## src/design/sdm_pkg.sv

```systemverilog
// Package for the scrolling 14-segment display driver.
// Holds the font ROM, the fixed message text and the lookup functions.
// No dependencies.
package sdm_pkg;

  localparam int MsgChars = 8;
  localparam int MsgCount = 4;
  localparam int StoredMsgs = 4;
  localparam int StoredChars = 8;

  localparam int CfgIdxW = 1;
  localparam int CfgDataW = 16;

  typedef enum logic [CfgIdxW-1:0] {
    CFG_MUX_DIVIDE    = 1'b0,
    CFG_SCROLL_DIVIDE = 1'b1
  } cfg_reg_e;

  typedef enum logic {
    ACT_TICK   = 1'b0,
    ACT_SELECT = 1'b1
  } action_e;

  localparam logic [7:0] ChrZero  = 8'h30;
  localparam logic [7:0] ChrNine  = 8'h39;
  localparam logic [7:0] ChrUpA   = 8'h41;
  localparam logic [7:0] ChrUpZ   = 8'h5a;

  localparam logic [13:0] FONT_ROM [36] = '{
    14'h0c3f, 14'h0406, 14'h00db, 14'h008f, 14'h00e6, 14'h00ed, 14'h00fd, 14'h1401,
    14'h00ff, 14'h00e7, 14'h00f7, 14'h128f, 14'h0039, 14'h120f, 14'h00f9, 14'h00f1,
    14'h00bd, 14'h00f6, 14'h1209, 14'h001e, 14'h2470, 14'h0038, 14'h0536, 14'h2136,
    14'h003f, 14'h00f3, 14'h203f, 14'h20f3, 14'h018d, 14'h1201, 14'h003e, 14'h0c30,
    14'h2836, 14'h2d00, 14'h1500, 14'h0c09
  };

  // ERROR, AUTO, MANUAL, STOP; zero pads the tail
  localparam logic [7:0] MSG_TEXT [StoredMsgs][StoredChars] = '{
    '{8'h45, 8'h52, 8'h52, 8'h4f, 8'h52, 8'h00, 8'h00, 8'h00},
    '{8'h41, 8'h55, 8'h54, 8'h4f, 8'h00, 8'h00, 8'h00, 8'h00},
    '{8'h4d, 8'h41, 8'h4e, 8'h55, 8'h41, 8'h4c, 8'h00, 8'h00},
    '{8'h53, 8'h54, 8'h4f, 8'h50, 8'h00, 8'h00, 8'h00, 8'h00}
  };

  localparam logic [3:0] MSG_LEN [StoredMsgs] = '{4'd5, 4'd4, 4'd6, 4'd4};

  function automatic logic msg_valid(input logic [3:0] sel);
    return (int'(sel) < MsgCount) && (int'(sel) < StoredMsgs);
  endfunction

  function automatic logic [3:0] msg_length(input logic [3:0] sel);
    logic [3:0] n;
    n = 4'd0;
    if (msg_valid(sel)) begin
      n = MSG_LEN[sel[1:0]];
      if (int'(n) > MsgChars) n = 4'(MsgChars);
    end
    return n;
  endfunction

  function automatic logic [7:0] char_at(input logic [3:0] sel, input logic [3:0] pos);
    logic [7:0] c;
    c = 8'h00;
    if (msg_valid(sel) && int'(pos) < MsgChars && int'(pos) < StoredChars) begin
      c = MSG_TEXT[sel[1:0]][pos[2:0]];
    end
    return c;
  endfunction

  function automatic logic [13:0] font_lookup(input logic [7:0] c);
    logic [7:0] ofs;
    logic [13:0] seg;
    seg = '0;
    ofs = '0;
    if (c >= ChrZero && c <= ChrNine) begin
      ofs = c - ChrZero;
      seg = FONT_ROM[ofs[5:0]];
    end else if (c >= ChrUpA && c <= ChrUpZ) begin
      ofs = c - ChrUpA + 8'd10;
      seg = FONT_ROM[ofs[5:0]];
    end
    return seg;
  endfunction

endpackage

```

## src/design/sdm_if.sv

```systemverilog
// Handshake channel interfaces of the scrolling 14-segment display driver.
// Depends on sdm_pkg for the configuration port widths.
interface sdm_in_if;
  logic       valid;
  logic       ready;
  logic       action;
  logic [3:0] select_value;
  modport source (output valid, action, select_value, input ready);
  modport sink (input valid, action, select_value, output ready);
endinterface

interface sdm_out_if;
  logic        valid;
  logic        ready;
  logic [3:0]  digit_enable_n;
  logic [13:0] segments;
  modport source (output valid, digit_enable_n, segments, input ready);
  modport sink (input valid, digit_enable_n, segments, output ready);
endinterface

interface sdm_cfg_if;
  logic                         valid;
  logic                         ready;
  logic [sdm_pkg::CfgIdxW-1:0]  index;
  logic [sdm_pkg::CfgDataW-1:0] data;
  modport source (output valid, index, data, input ready);
  modport sink (input valid, index, data, output ready);
endinterface

```

## src/design/scrolling_14seg_display_mux.sv

```systemverilog
// Scrolling 14-segment display driver, top level.
// Depends on sdm_pkg and the channel interfaces in sdm_if.sv.
//
// Takes one item per clock: a timer tick or a message selector sample. Each
// item is resolved in the cycle it is accepted and any digit it drives is
// held in a single output register, so the block accepts an item every cycle
// as long as the output register is empty or being read; a driven digit is
// visible in the cycle after its acceptance. Every mux_divide ticks one
// digit is driven (one-cold enable plus font pattern) and the digit index
// advances; every scroll_divide driven digits the scroll offset steps and
// wraps once the window passes the end of the message. A changed selector
// value restarts the scroll; selections past the stored messages show blanks.
// Configuration writes are always taken and must only arrive while idle.
module scrolling_14seg_display_mux (
  input  logic clk_i,
  input  logic rst_ni,
  sdm_in_if.sink    in_i,
  sdm_out_if.source out_o,
  sdm_cfg_if.sink   cfg_i
);
  import sdm_pkg::*;

  logic [7:0]  mux_divide_q;
  logic [15:0] scroll_divide_q;
  logic [7:0]  tick_count_q, tick_count_d;
  logic [15:0] scroll_count_q, scroll_count_d;
  logic [1:0]  digit_index_q, digit_index_d;
  logic [2:0]  scroll_offset_q, scroll_offset_d;
  logic [3:0]  message_select_q, message_select_d;

  logic        out_valid_q, out_valid_d;
  logic [3:0]  digit_en_n_q, digit_en_n_d;
  logic [13:0] segments_q, segments_d;

  logic        in_fire;
  logic        drive;
  logic [3:0]  pos;

  assign in_i.ready  = !out_valid_q || out_o.ready;
  assign in_fire     = in_i.valid && in_i.ready;
  assign cfg_i.ready = 1'b1;

  assign out_o.valid          = out_valid_q;
  assign out_o.digit_enable_n = digit_en_n_q;
  assign out_o.segments       = segments_q;

  assign pos = {1'b0, scroll_offset_q} + {2'b00, digit_index_q};

  always_comb begin
    tick_count_d     = tick_count_q;
    scroll_count_d   = scroll_count_q;
    digit_index_d    = digit_index_q;
    scroll_offset_d  = scroll_offset_q;
    message_select_d = message_select_q;
    drive            = 1'b0;
    digit_en_n_d     = ~(4'b0001 << digit_index_q);
    segments_d       = font_lookup(char_at(message_select_q, pos));

    if (in_fire) begin
      if (action_e'(in_i.action) == ACT_SELECT) begin
        if (in_i.select_value != message_select_q) begin
          message_select_d = in_i.select_value;
          scroll_offset_d  = '0;
        end
      end else if ({1'b0, tick_count_q} + 9'd1 < {1'b0, mux_divide_q}) begin
        tick_count_d = tick_count_q + 8'd1;
      end else begin
        tick_count_d  = '0;
        drive         = 1'b1;
        digit_index_d = digit_index_q + 2'd1;
        if ({1'b0, scroll_count_q} + 17'd1 < {1'b0, scroll_divide_q}) begin
          scroll_count_d = scroll_count_q + 16'd1;
        end else begin
          scroll_count_d = '0;
          // step while the offset plus three is within the message length, else wrap to the start
          if ({1'b0, scroll_offset_q} + 4'd3 <= msg_length(message_select_q)) begin
            scroll_offset_d = scroll_offset_q + 3'd1;
          end else begin
            scroll_offset_d = '0;
          end
        end
      end
    end

    if (drive) begin
      out_valid_d = 1'b1;
    end else if (out_o.ready) begin
      out_valid_d = 1'b0;
    end else begin
      out_valid_d = out_valid_q;
    end
  end

  always_ff @(posedge clk_i or negedge rst_ni) begin
    if (!rst_ni) begin
      mux_divide_q     <= 8'd5;
      scroll_divide_q  <= 16'd50;
      tick_count_q     <= '0;
      scroll_count_q   <= '0;
      digit_index_q    <= '0;
      scroll_offset_q  <= '0;
      message_select_q <= '0;
      out_valid_q      <= 1'b0;
    end else begin
      tick_count_q     <= tick_count_d;
      scroll_count_q   <= scroll_count_d;
      digit_index_q    <= digit_index_d;
      scroll_offset_q  <= scroll_offset_d;
      message_select_q <= message_select_d;
      out_valid_q      <= out_valid_d;
      if (cfg_i.valid && cfg_i.ready) begin
        unique case (cfg_reg_e'(cfg_i.index))
          CFG_MUX_DIVIDE:    mux_divide_q    <= cfg_i.data[7:0];
          CFG_SCROLL_DIVIDE: scroll_divide_q <= cfg_i.data;
          default: ;
        endcase
      end
    end
  end

  // payload holds while the result waits
  always_ff @(posedge clk_i) begin
    if (drive) begin
      digit_en_n_q <= digit_en_n_d;
      segments_q   <= segments_d;
    end
  end

  a_valid_from_tick: assert property (@(posedge clk_i) disable iff (!rst_ni)
    $rose(out_valid_q) |-> $past(in_fire && in_i.action == ACT_TICK))
    else $error("result appeared without a tick");

  a_select_restart: assert property (@(posedge clk_i) disable iff (!rst_ni)
    (in_fire && in_i.action == ACT_SELECT && in_i.select_value != message_select_q)
    |=> (scroll_offset_q == 3'd0))
    else $error("scroll did not restart on new selection");

  a_one_cold: assert property (@(posedge clk_i) disable iff (!rst_ni)
    out_valid_q |-> $onehot(~digit_en_n_q))
    else $error("digit enable not one-cold");

  a_offset_range: assert property (@(posedge clk_i) disable iff (!rst_ni)
    scroll_offset_q <= 3'd4)
    else $error("scroll offset past message window");

endmodule

```

## src/flat_wrapper.sv

```systemverilog
// flat-port wrapper written by rule: the top's interface ports become plain ports
module scrolling_14seg_display_mux_flat import sdm_pkg::*;
  (clk_i, rst_ni, in_i_valid, in_i_action, in_i_select_value, in_i_ready, out_o_valid, out_o_digit_enable_n, out_o_segments, out_o_ready, cfg_i_valid, cfg_i_index, cfg_i_data, cfg_i_ready);
  sdm_in_if in_i_i ();
  sdm_out_if out_o_i ();
  sdm_cfg_if cfg_i_i ();
  input  logic clk_i;
  input  logic rst_ni;
  input wire logic [$bits(in_i_i.valid)-1:0] in_i_valid;
  input wire logic [$bits(in_i_i.action)-1:0] in_i_action;
  input wire logic [$bits(in_i_i.select_value)-1:0] in_i_select_value;
  output wire logic [$bits(in_i_i.ready)-1:0] in_i_ready;
  output wire logic [$bits(out_o_i.valid)-1:0] out_o_valid;
  output wire logic [$bits(out_o_i.digit_enable_n)-1:0] out_o_digit_enable_n;
  output wire logic [$bits(out_o_i.segments)-1:0] out_o_segments;
  input wire logic [$bits(out_o_i.ready)-1:0] out_o_ready;
  input wire logic [$bits(cfg_i_i.valid)-1:0] cfg_i_valid;
  input wire logic [$bits(cfg_i_i.index)-1:0] cfg_i_index;
  input wire logic [$bits(cfg_i_i.data)-1:0] cfg_i_data;
  output wire logic [$bits(cfg_i_i.ready)-1:0] cfg_i_ready;
  assign in_i_i.valid = in_i_valid;
  assign in_i_i.action = in_i_action;
  assign in_i_i.select_value = in_i_select_value;
  assign in_i_ready = in_i_i.ready;
  assign out_o_valid = out_o_i.valid;
  assign out_o_digit_enable_n = out_o_i.digit_enable_n;
  assign out_o_segments = out_o_i.segments;
  assign out_o_i.ready = out_o_ready;
  assign cfg_i_i.valid = cfg_i_valid;
  assign cfg_i_i.index = cfg_i_index;
  assign cfg_i_i.data = cfg_i_data;
  assign cfg_i_ready = cfg_i_i.ready;
  scrolling_14seg_display_mux u_core (.clk_i(clk_i), .rst_ni(rst_ni), .in_i(in_i_i), .out_o(out_o_i), .cfg_i(cfg_i_i));
endmodule
```

## config.mk

```make
export PLATFORM = sky130hd
export DESIGN_NAME = scrolling_14seg_display_mux_flat
export DESIGN_NICKNAME = d
export VERILOG_FILES = /design/src/design/sdm_pkg.sv /design/src/design/sdm_if.sv /design/src/design/scrolling_14seg_display_mux.sv /design/src/flat_wrapper.sv
export SDC_FILE = /design/constraint.sdc
export NUM_CORES = 1
export LEC_CHECK = 0
export ABC_CLOCK_PERIOD_IN_PS = 3800
export BUFFER_PORTS_ARGS = -buffer_cell sky130_fd_sc_hd__buf_2
export CORE_MARGIN = 2
export CORE_UTILIZATION = 55
export CTS_CLUSTER_DIAMETER = 30
export DETAILED_ROUTE_END_ITERATION = 8
export GPL_ROUTABILITY_DRIVEN = 0
export HOLD_SLACK_MARGIN = 0.08
export MAX_ROUTING_LAYER = met4
export PLACE_DENSITY = 0.87
export SETUP_SLACK_MARGIN = 0.1
export SYNTH_ARGS = -nofsm -noshare
export SYNTH_HDL_FRONTEND = slang
export SYNTH_SLANG_ARGS = --single-unit
```

## constraint.sdc

```tcl
create_clock -name clk_i -period 3.8 [get_ports clk_i]
set_input_delay 0.38 -clock clk_i [delete_from_list [all_inputs] [get_ports clk_i]]
set_output_delay 0.38 -clock clk_i [all_outputs]
set_load 0.01 [all_outputs]
```

After elaboration in Yosys (flattened, before gate mapping) --
Memories as Yosys holds them, arrays and structs flattened. Cells that the tools add are included.
Word-level totals: bits in registers 76, ROM bits 1792, bits of input ports 27, output and inout bits 21, logic and storage cells 98, memories kept 2
Cells by class: $add $sub $neg 11, $lt $le $gt $ge 14, eq/ne operators 4, shifts and indexed selects 1, muxes and demuxes 34, bitwise gates (word level) 8, reductions and logical operators 14
Memories:
- (name not given) | depth 64, width 14, read ports 1, clocked after memory_dff 0, write ports 0, line sdm_pkg.sv:77 | seg = FONT_ROM[ofs[5:0]];
- (name not given) | depth 64, width 14, read ports 1, clocked after memory_dff 0, write ports 0, line sdm_pkg.sv:80 | seg = FONT_ROM[ofs[5:0]];
Operators by type and width (count):
- binary-select mux 64 bit (select 2 bit) | 1
- 2-to-1 mux 64 bit | 2
- 2-to-1 mux 14 bit | 6
- 2-to-1 mux 4 bit | 8
- 2-to-1 mux 8 bit | 4
- binary-select mux 8 bit (select 3 bit) | 1
- adder 16 x 1 -> 17 bit, second input constant | 1
- < comparator 17 x 16 -> 1 bit | 1
- adder 16 x 1 -> 16 bit, second input constant | 1
- 2-to-1 mux 16 bit | 1
- 2-to-1 mux 3 bit | 5
- greater-or-equal comparator 7 bit, second input constant | 2
- NOT 6 -> 7 bit | 2
- adder 8 x 1 -> 9 bit, second input constant | 1
- < comparator 9 x 8 -> 1 bit | 1
- adder 8 x 1 -> 8 bit, second input constant | 1
- binary-select mux 4 bit (select 2 bit) | 1
- greater-or-equal comparator 8 x 6 -> 1 bit, second input constant | 1
- greater-or-equal comparator 8 x 7 -> 1 bit, second input constant | 1
- less-or-equal comparator 8 x 6 -> 1 bit, second input constant | 1
- less-or-equal comparator 8 x 7 -> 1 bit, second input constant | 1
- adder 6 x 4 -> 6 bit, second input constant | 1
- AND reduction 2 bit | 3
- AND reduction 3 bit | 2
- 26 further kinds | 37

Depth between registers and ports, before layout --
depth in word-level cells 16, depth in mapped cells 17, mapped depth without buffers 16

Worst setup path before layout --
OpenSTA, ideal clock, no wires.
kind register to register, from register u_core.scroll_offset_q[0], to register u_core.segments_q[5], in the netlist u_core.out_o.segments[5] (data pin), library setup time 0.167 ns, arrival 3.711 ns, data required time 3.633 ns, setup slack -0.078 ns, cell stages (with the launch flop) 17, path buffers 3, clock period less this slack 3.878 ns, cell sequence dfrtp_1 > ha_1 > fa_1 > xnor2_2 > or3_4 > o21ai_2 > nand2_2 > clkinv_2 > ha_1 > clkbuf_1 > nand3_1 > and3_1 > clkbuf_1 > nor2_1 > clkbuf_1 > mux2_2 > a211oi_1
Between the ends: longest elaborated chain between the ends 14, elaborated cells on any way between the ends 28, those cells by class add/sub (4); order compare (5); mux (10); bitwise (3); reduce/logical (4); memory (2)
RTL lines:
- from (decl) | line scrolling_14seg_display_mux.sv:28 | logic [2:0] scroll_offset_q, scroll_offset_d;
- from (signal assigned) | line scrolling_14seg_display_mux.sv:108 | scroll_offset_q <= scroll_offset_d;
- adder 3 x 2 -> 4 bit (*) | line scrolling_14seg_display_mux.sv:47 | assign pos = {1'b0, scroll_offset_q} + {2'b00, digit_index_q};
- NOT 3 -> 4 bit (not written as such) | line sdm_pkg.sv:65 | c = MSG_TEXT[sel[1:0]][pos[2:0]];
- binary-select mux 8 bit (select 3 bit) | line sdm_pkg.sv:65
- 2-to-1 mux 8 bit (not written as such) (2 in a row) | line sdm_pkg.sv:65
- 2-to-1 mux 8 bit (*) | line sdm_pkg.sv:64 | if (msg_valid(sel) && int'(pos) < MsgChars && int'(pos) < StoredChars) begin
- subtractor 6 x 1 -> 6 bit | line sdm_pkg.sv:79 | ofs = c - ChrUpA + 8'd10;
- adder 6 x 4 -> 6 bit | line sdm_pkg.sv:79
- NOT 6 -> 7 bit (not written as such) | line sdm_pkg.sv:80
- memory (64 x 14 bit)
- 2-to-1 mux 14 bit (not written as such) (2 in a row) | line sdm_pkg.sv:80
- 2-to-1 mux 14 bit | line sdm_pkg.sv:78 | end else if (c >= ChrUpA && c <= ChrUpZ) begin
- 2-to-1 mux 14 bit (*) | line sdm_pkg.sv:75 | if (c >= ChrZero && c <= ChrNine) begin
- named net u_core.segments_d[5] | line scrolling_14seg_display_mux.sv:33 | logic [13:0] segments_q, segments_d;
- to (signal assigned) | line scrolling_14seg_display_mux.sv:125 | segments_q <= segments_d;
- to (decl) | line scrolling_14seg_display_mux.sv:33
Mark *: on every way through the listed nets, which the timed path passes. The rest lies on a longest branch. The select of a mux whose other input is x is not followed. A chain may end at the register's enable or synchronous reset.

Worst setup path in the final report --
from register u_core.scroll_count_q[0], to register u_core.scroll_count_q[6]
Between the ends: longest elaborated chain between the ends 3, elaborated cells on any way between the ends 4, those cells by class add/sub (2); order compare (1); mux (1)
RTL lines:
- from (decl) | line scrolling_14seg_display_mux.sv:26 | logic [15:0] scroll_count_q, scroll_count_d;
- from (signal assigned) | line scrolling_14seg_display_mux.sv:106 | scroll_count_q <= scroll_count_d;
- adder 16 x 1 -> 17 bit | line scrolling_14seg_display_mux.sv:71 | if ({1'b0, scroll_count_q} + 17'd1 < {1'b0, scroll_divide_q}) begin
- < comparator 17 x 16 -> 1 bit | line scrolling_14seg_display_mux.sv:71
- 2-to-1 mux 16 bit (*) | line scrolling_14seg_display_mux.sv:71
Every way passes the cells marked *; elsewhere a longest branch is shown, timed or not.

==> results.md <==
Run status:
- The run finished with clean final reports.

Layout:
- The area added between synthesis and finish is 17.5%.
- For this run, the post-layout net count is 736.
- The diode insertion count for antenna repair is 0.
- The share of layout cells above drive strength 1 is 27.7%.
- The final-layout fill cell count is 715.

Synth:
- The summed instance area of the synthesized netlist is 5460 um^2.
- Synthesis produced 584 cells.
- A synthesized cell averages 9.36 um^2.
- The mux cell area share after synthesis is 6.14%.
- The count of distinct cell types in the synthesized netlist is 79.
- After synthesis, the cell types taking the most area are dfrtp_1 24%, ha_1 11%, edfxtp_1 9.9%.
- The top cell type by area accounts for 24.3% of the synthesized area.
- The largest area contributor in the netlist is dfrtp_1.
- The proportion of synthesized flip-flops having asynchronous set or reset is 76.3%.
- Counting flops with a built-in enable in the synthesized netlist gives 18.
- After synthesis, the largest family of logic cells by area is compound AO/OA/AOI/OAI gates.
- In the post-synthesis netlist, the cell with the most instances is nand2_1.
- The post-synthesis share of cell area spent on and, or, nand and nor gates is 15.6%.
- Sorting the synthesized cells by how often they occur yields 69 x nand2_1, 53 x dfrtp_1, 50 x inv_1.
- Of the synthesized area, sequential elements account for 36.6%.
- After Yosys synthesis, XOR and XNOR cells account for 6.05% of the synthesized area.
- Yosys printed 0 warnings.
- For this run, the leading register cell type out of synthesis is dfrtp_1.
- Synthesis produced a netlist with a net count of 661.
- Synthesis inferred 76 register bits.
- The synthesized netlist devotes 18.6% of its cell area to compound gates.
- The post-synthesis adder-cell area fraction is 11.6%.

Timing:
- Setup violations remaining at the end of the flow were counted as 0.
- The number of endpoints with negative hold slack in the final report is 0.
- The clock skew after layout is 0.0116 ns.
- The max-slew violation count is 0.
- The clock period could shrink to 3.68 ns.
- The worst pin sits at a relative slew slack of 43.1%.
- The final worst-path cycle share is 96.7%.
- Derived from the worst setup path, the maximum achievable clock frequency is 272 MHz.
- The pin slew with the least headroom to its limit is 0.852 ns.
- The worst path meets setup with 0.125 ns of slack.
- The worst hold slack is 0.107 ns.

Run:
- The tool flagged a number of max-cap violations equal to 0.

Min path:
- The worst hold path belongs to the class primary input to asynchronous set/reset pin.

Global routing:
- Global routing used 24.7% of the available tracks across all layers.
- The first-pass GRT wire length is 21300 um.
- The pin count of the biggest net entering global routing is 38.
- The number of global-route vias before repair is 4552.
- The number of antenna violations at the first check in global routing came to 0.
- The overflow left after global routing is 0.

Critical path:
- The maximum cell stage delay along the critical path is 0.42 ns.
- The worst setup path startpoint is u_core.scroll_count_q[0]$_DFFE_PN0P_.
- STA classifies the critical path endpoint as a register.
- The critical path's slowest cell is dfrtp_2.
- The worst path buffer plus inverter count is 1.
- STA puts the critical path data required time at 4.05 ns.
- Data on the critical path arrives at its endpoint at 3.93 ns.
- On the critical path the largest part of the delay comes from simple AND/OR/NAND/NOR gates.
- The critical path launch point type is a register.
- The critical path goes through ha_1, nand3_2, nor4_2, nand3_1, xnor2_1, ha_1, nand2_1, or3_4, a2111o_1, o211ai_1, buf_4, o21ai_0, nand2_1, o41ai_2.
- The worst register-to-register path begins at u_core.scroll_count_q[0]$_DFFE_PN0P_.
- The path type of the worst setup path is register to register.
- The maximum fanout encountered on the critical timing path is 6.

Routing:
- The first-pass iteration count of the detailed router is 6.
- The remaining antenna violation count is 0.
- In the routed layout, each cell is associated on average with a via count of 6.16.
- In this run, the number of DRC markers left after iteration 0 of detailed routing was 353.
- Dividing the detail-routed wire length by the instance count gives 17.4 um.
- The via count is 4910.
- Wires add up to 13900 um.
- For this run, design rule violations remaining after detail routing come to 0.

CTS:
- The quantity of hold-fixing buffers added after cts is 0.
- The level count of the clock H-tree is 3.
- The master cell of the clock root buffer is clkbuf_8.
- At the later pin of the worst-skew pair, clock insertion delay measures 0.37 ns.
- The number of clock buffers added by TritonCTS is 9.
- The number of sinks on the clock net is 76.
- In this run the deepest clock path goes through 2 buffers.
- TritonCTS built the clock tree.
- The clock transition time at the flip-flop clock pins of the worst setup and hold paths is 0.09 ns.

Die:
- In this run the horizontal extent of the chip is 104 um.
- After floorplanning, the core was divided into 36 placement rows.
- Once the floorplan was initialized, standard cells occupied 56.2% of the core.
- The number of top-level pins is 48.
- The floorplan step defined a die boundary enclosing 10700 um^2.
- The core region is 9730 um^2.
- Measured along the y axis, the die boundary spans 104 um.

Power and ir drop:
- IR analysis of the VDD net gives a maximum drop of 0.320 mV.
- The power density normalized to cell area is 587 nW/um^2.
- Summed over all cells, the static leakage comes to 2.91 nW.

Placement:
- The number of input and output port buffers inserted is 46.
- The wire-length estimate of the detail-placed layout is 9060 um.
- OpenSTA, run right after detailed placement, puts the worst setup slack at 0.0839 ns.
[metrics by stage]
stage               cell area (um^2)  utilization (%)  power [mW]  instances  setup TNS, ns
floorplan                       5470                -        2.43        584              0
global placement                5920             60.9        2.83        763              0
detailed placement              5920             60.9        2.92        763              0
CTS                             6110             62.8        3.52        779              0
global route                    6420             66.0        3.99        797         -0.248
finish                          6420             66.0        3.77        797              0
[kinds of logic after synthesis]
family          after synthesis
flops                        76
simple gates                176
xor+xnor                     33
buf+inv                      73
other cells                   1
fa+ha+maj                    50
compound gates              147
mux                          28
[metal layers]
metal / vias up / GRT usage, % / wire length, um
li1: 2246 / - / -
met1: 2352 / 31.8 / 5530
met2: 258 / 39.2 / 6910
met3: 54 / 3.71 / 993
met4: 0 / 10.6 / 466
met5: - / - / 0
[cell type report]
type | instances | area, um^2 | share of cell area, %
clock inverter | 7 | 57.6 | 0.897
tap | 133 | 166 | 2.59
timing repair buffer | 86 | 528 | 8.23
multi-input combinational | 435 | 3350 | 52.2
clock buffer | 9 | 124 | 1.93
sequential | 76 | 2000 | 31.2
inverter | 51 | 193 | 3.00
[registers in the layout, summed over array words and instances (netlist names)]
register                     count
u_core.scroll_offset_q           3
u_core.out_o.digit_enable_n      4
u_core.out_o.valid               1
u_core.mux_divide_q              8
u_core.message_select_q          4
u_core.scroll_count_q           16
u_core.digit_index_q             2
u_core.tick_count_q              8
u_core.scroll_divide_q          16
u_core.out_o.segments           14
[worst paths after layout]
kind | to | slack [ns] | depth (start not counted)
worst min register to register | u_core.scroll_divide_q[13]$_DFFE_PN0P_ | 0.51 | 1
worst min-delay path | u_core.mux_divide_q[7]$_DFFE_PN0P_ | 0.11 | 1
min in group clk_i | u_core.scroll_divide_q[12]$_DFFE_PN0P_ | 0.24 | 2
worst max-delay path | u_core.scroll_count_q[6]$_DFFE_PN0P_ | 0.12 | 14
worst max register to register | u_core.scroll_count_q[6]$_DFFE_PN0P_ | 0.12 | 14
max in group asynchronous | u_core.scroll_divide_q[1]$_DFFE_PN1P_ | 2.83 | 2
[power breakdown]
group / switching, mW / total [mW] / internal, mW
registers: 0.0986 / 1.06 / 0.962
logic: 1.22 / 2.12 / 0.895
clock network: 0.343 / 0.589 / 0.246
total: 1.67 / 3.77 / 2.10
[cells in the final DEF, fill, tap and decap left out, types with 4 or more instances in the layout]
| cell type | Yosys | layout |
|---|---|---|
| a21oi_1 | 19 | 19 |
| nor3_1 | 10 | 8 |
| edfxtp_1 | 18 | 18 |
| nand2_1 | 69 | 68 |
| clkbuf_8 | 0 | 9 |
| and3_1 | 7 | 5 |
| nor2_1 | 26 | 24 |
| o211a_1 | 4 | 4 |
| buf_2 | 3 | 47 |
| nand3_1 | 26 | 24 |
| xnor2_1 | 15 | 15 |
| o2111ai_1 | 4 | 4 |
| a31oi_1 | 6 | 6 |
| nand4_1 | 4 | 4 |
| o21ai_0 | 41 | 40 |
| xor2_1 | 14 | 14 |
| nand2b_1 | 4 | 4 |
| o21a_1 | 5 | 4 |
| nand3b_1 | 5 | 5 |
| o211ai_1 | 7 | 7 |
| o21ai_1 | 3 | 4 |
| dfrtp_1 | 53 | 51 |
| dfstp_2 | 5 | 5 |
| o31ai_1 | 9 | 8 |
| mux2_2 | 23 | 23 |
| inv_1 | 50 | 50 |
| buf_4 | 1 | 39 |
| a21o_1 | 9 | 9 |
| ha_1 | 49 | 45 |
[timing repair]
item,CTS,global route
pin swaps,0,12
buffers inserted,0,17
endpoints found under the setup margin,2,31
resized for setup,2,38
gates cloned,0,1
No activity file was read; power rests on OpenSTA's default activity.
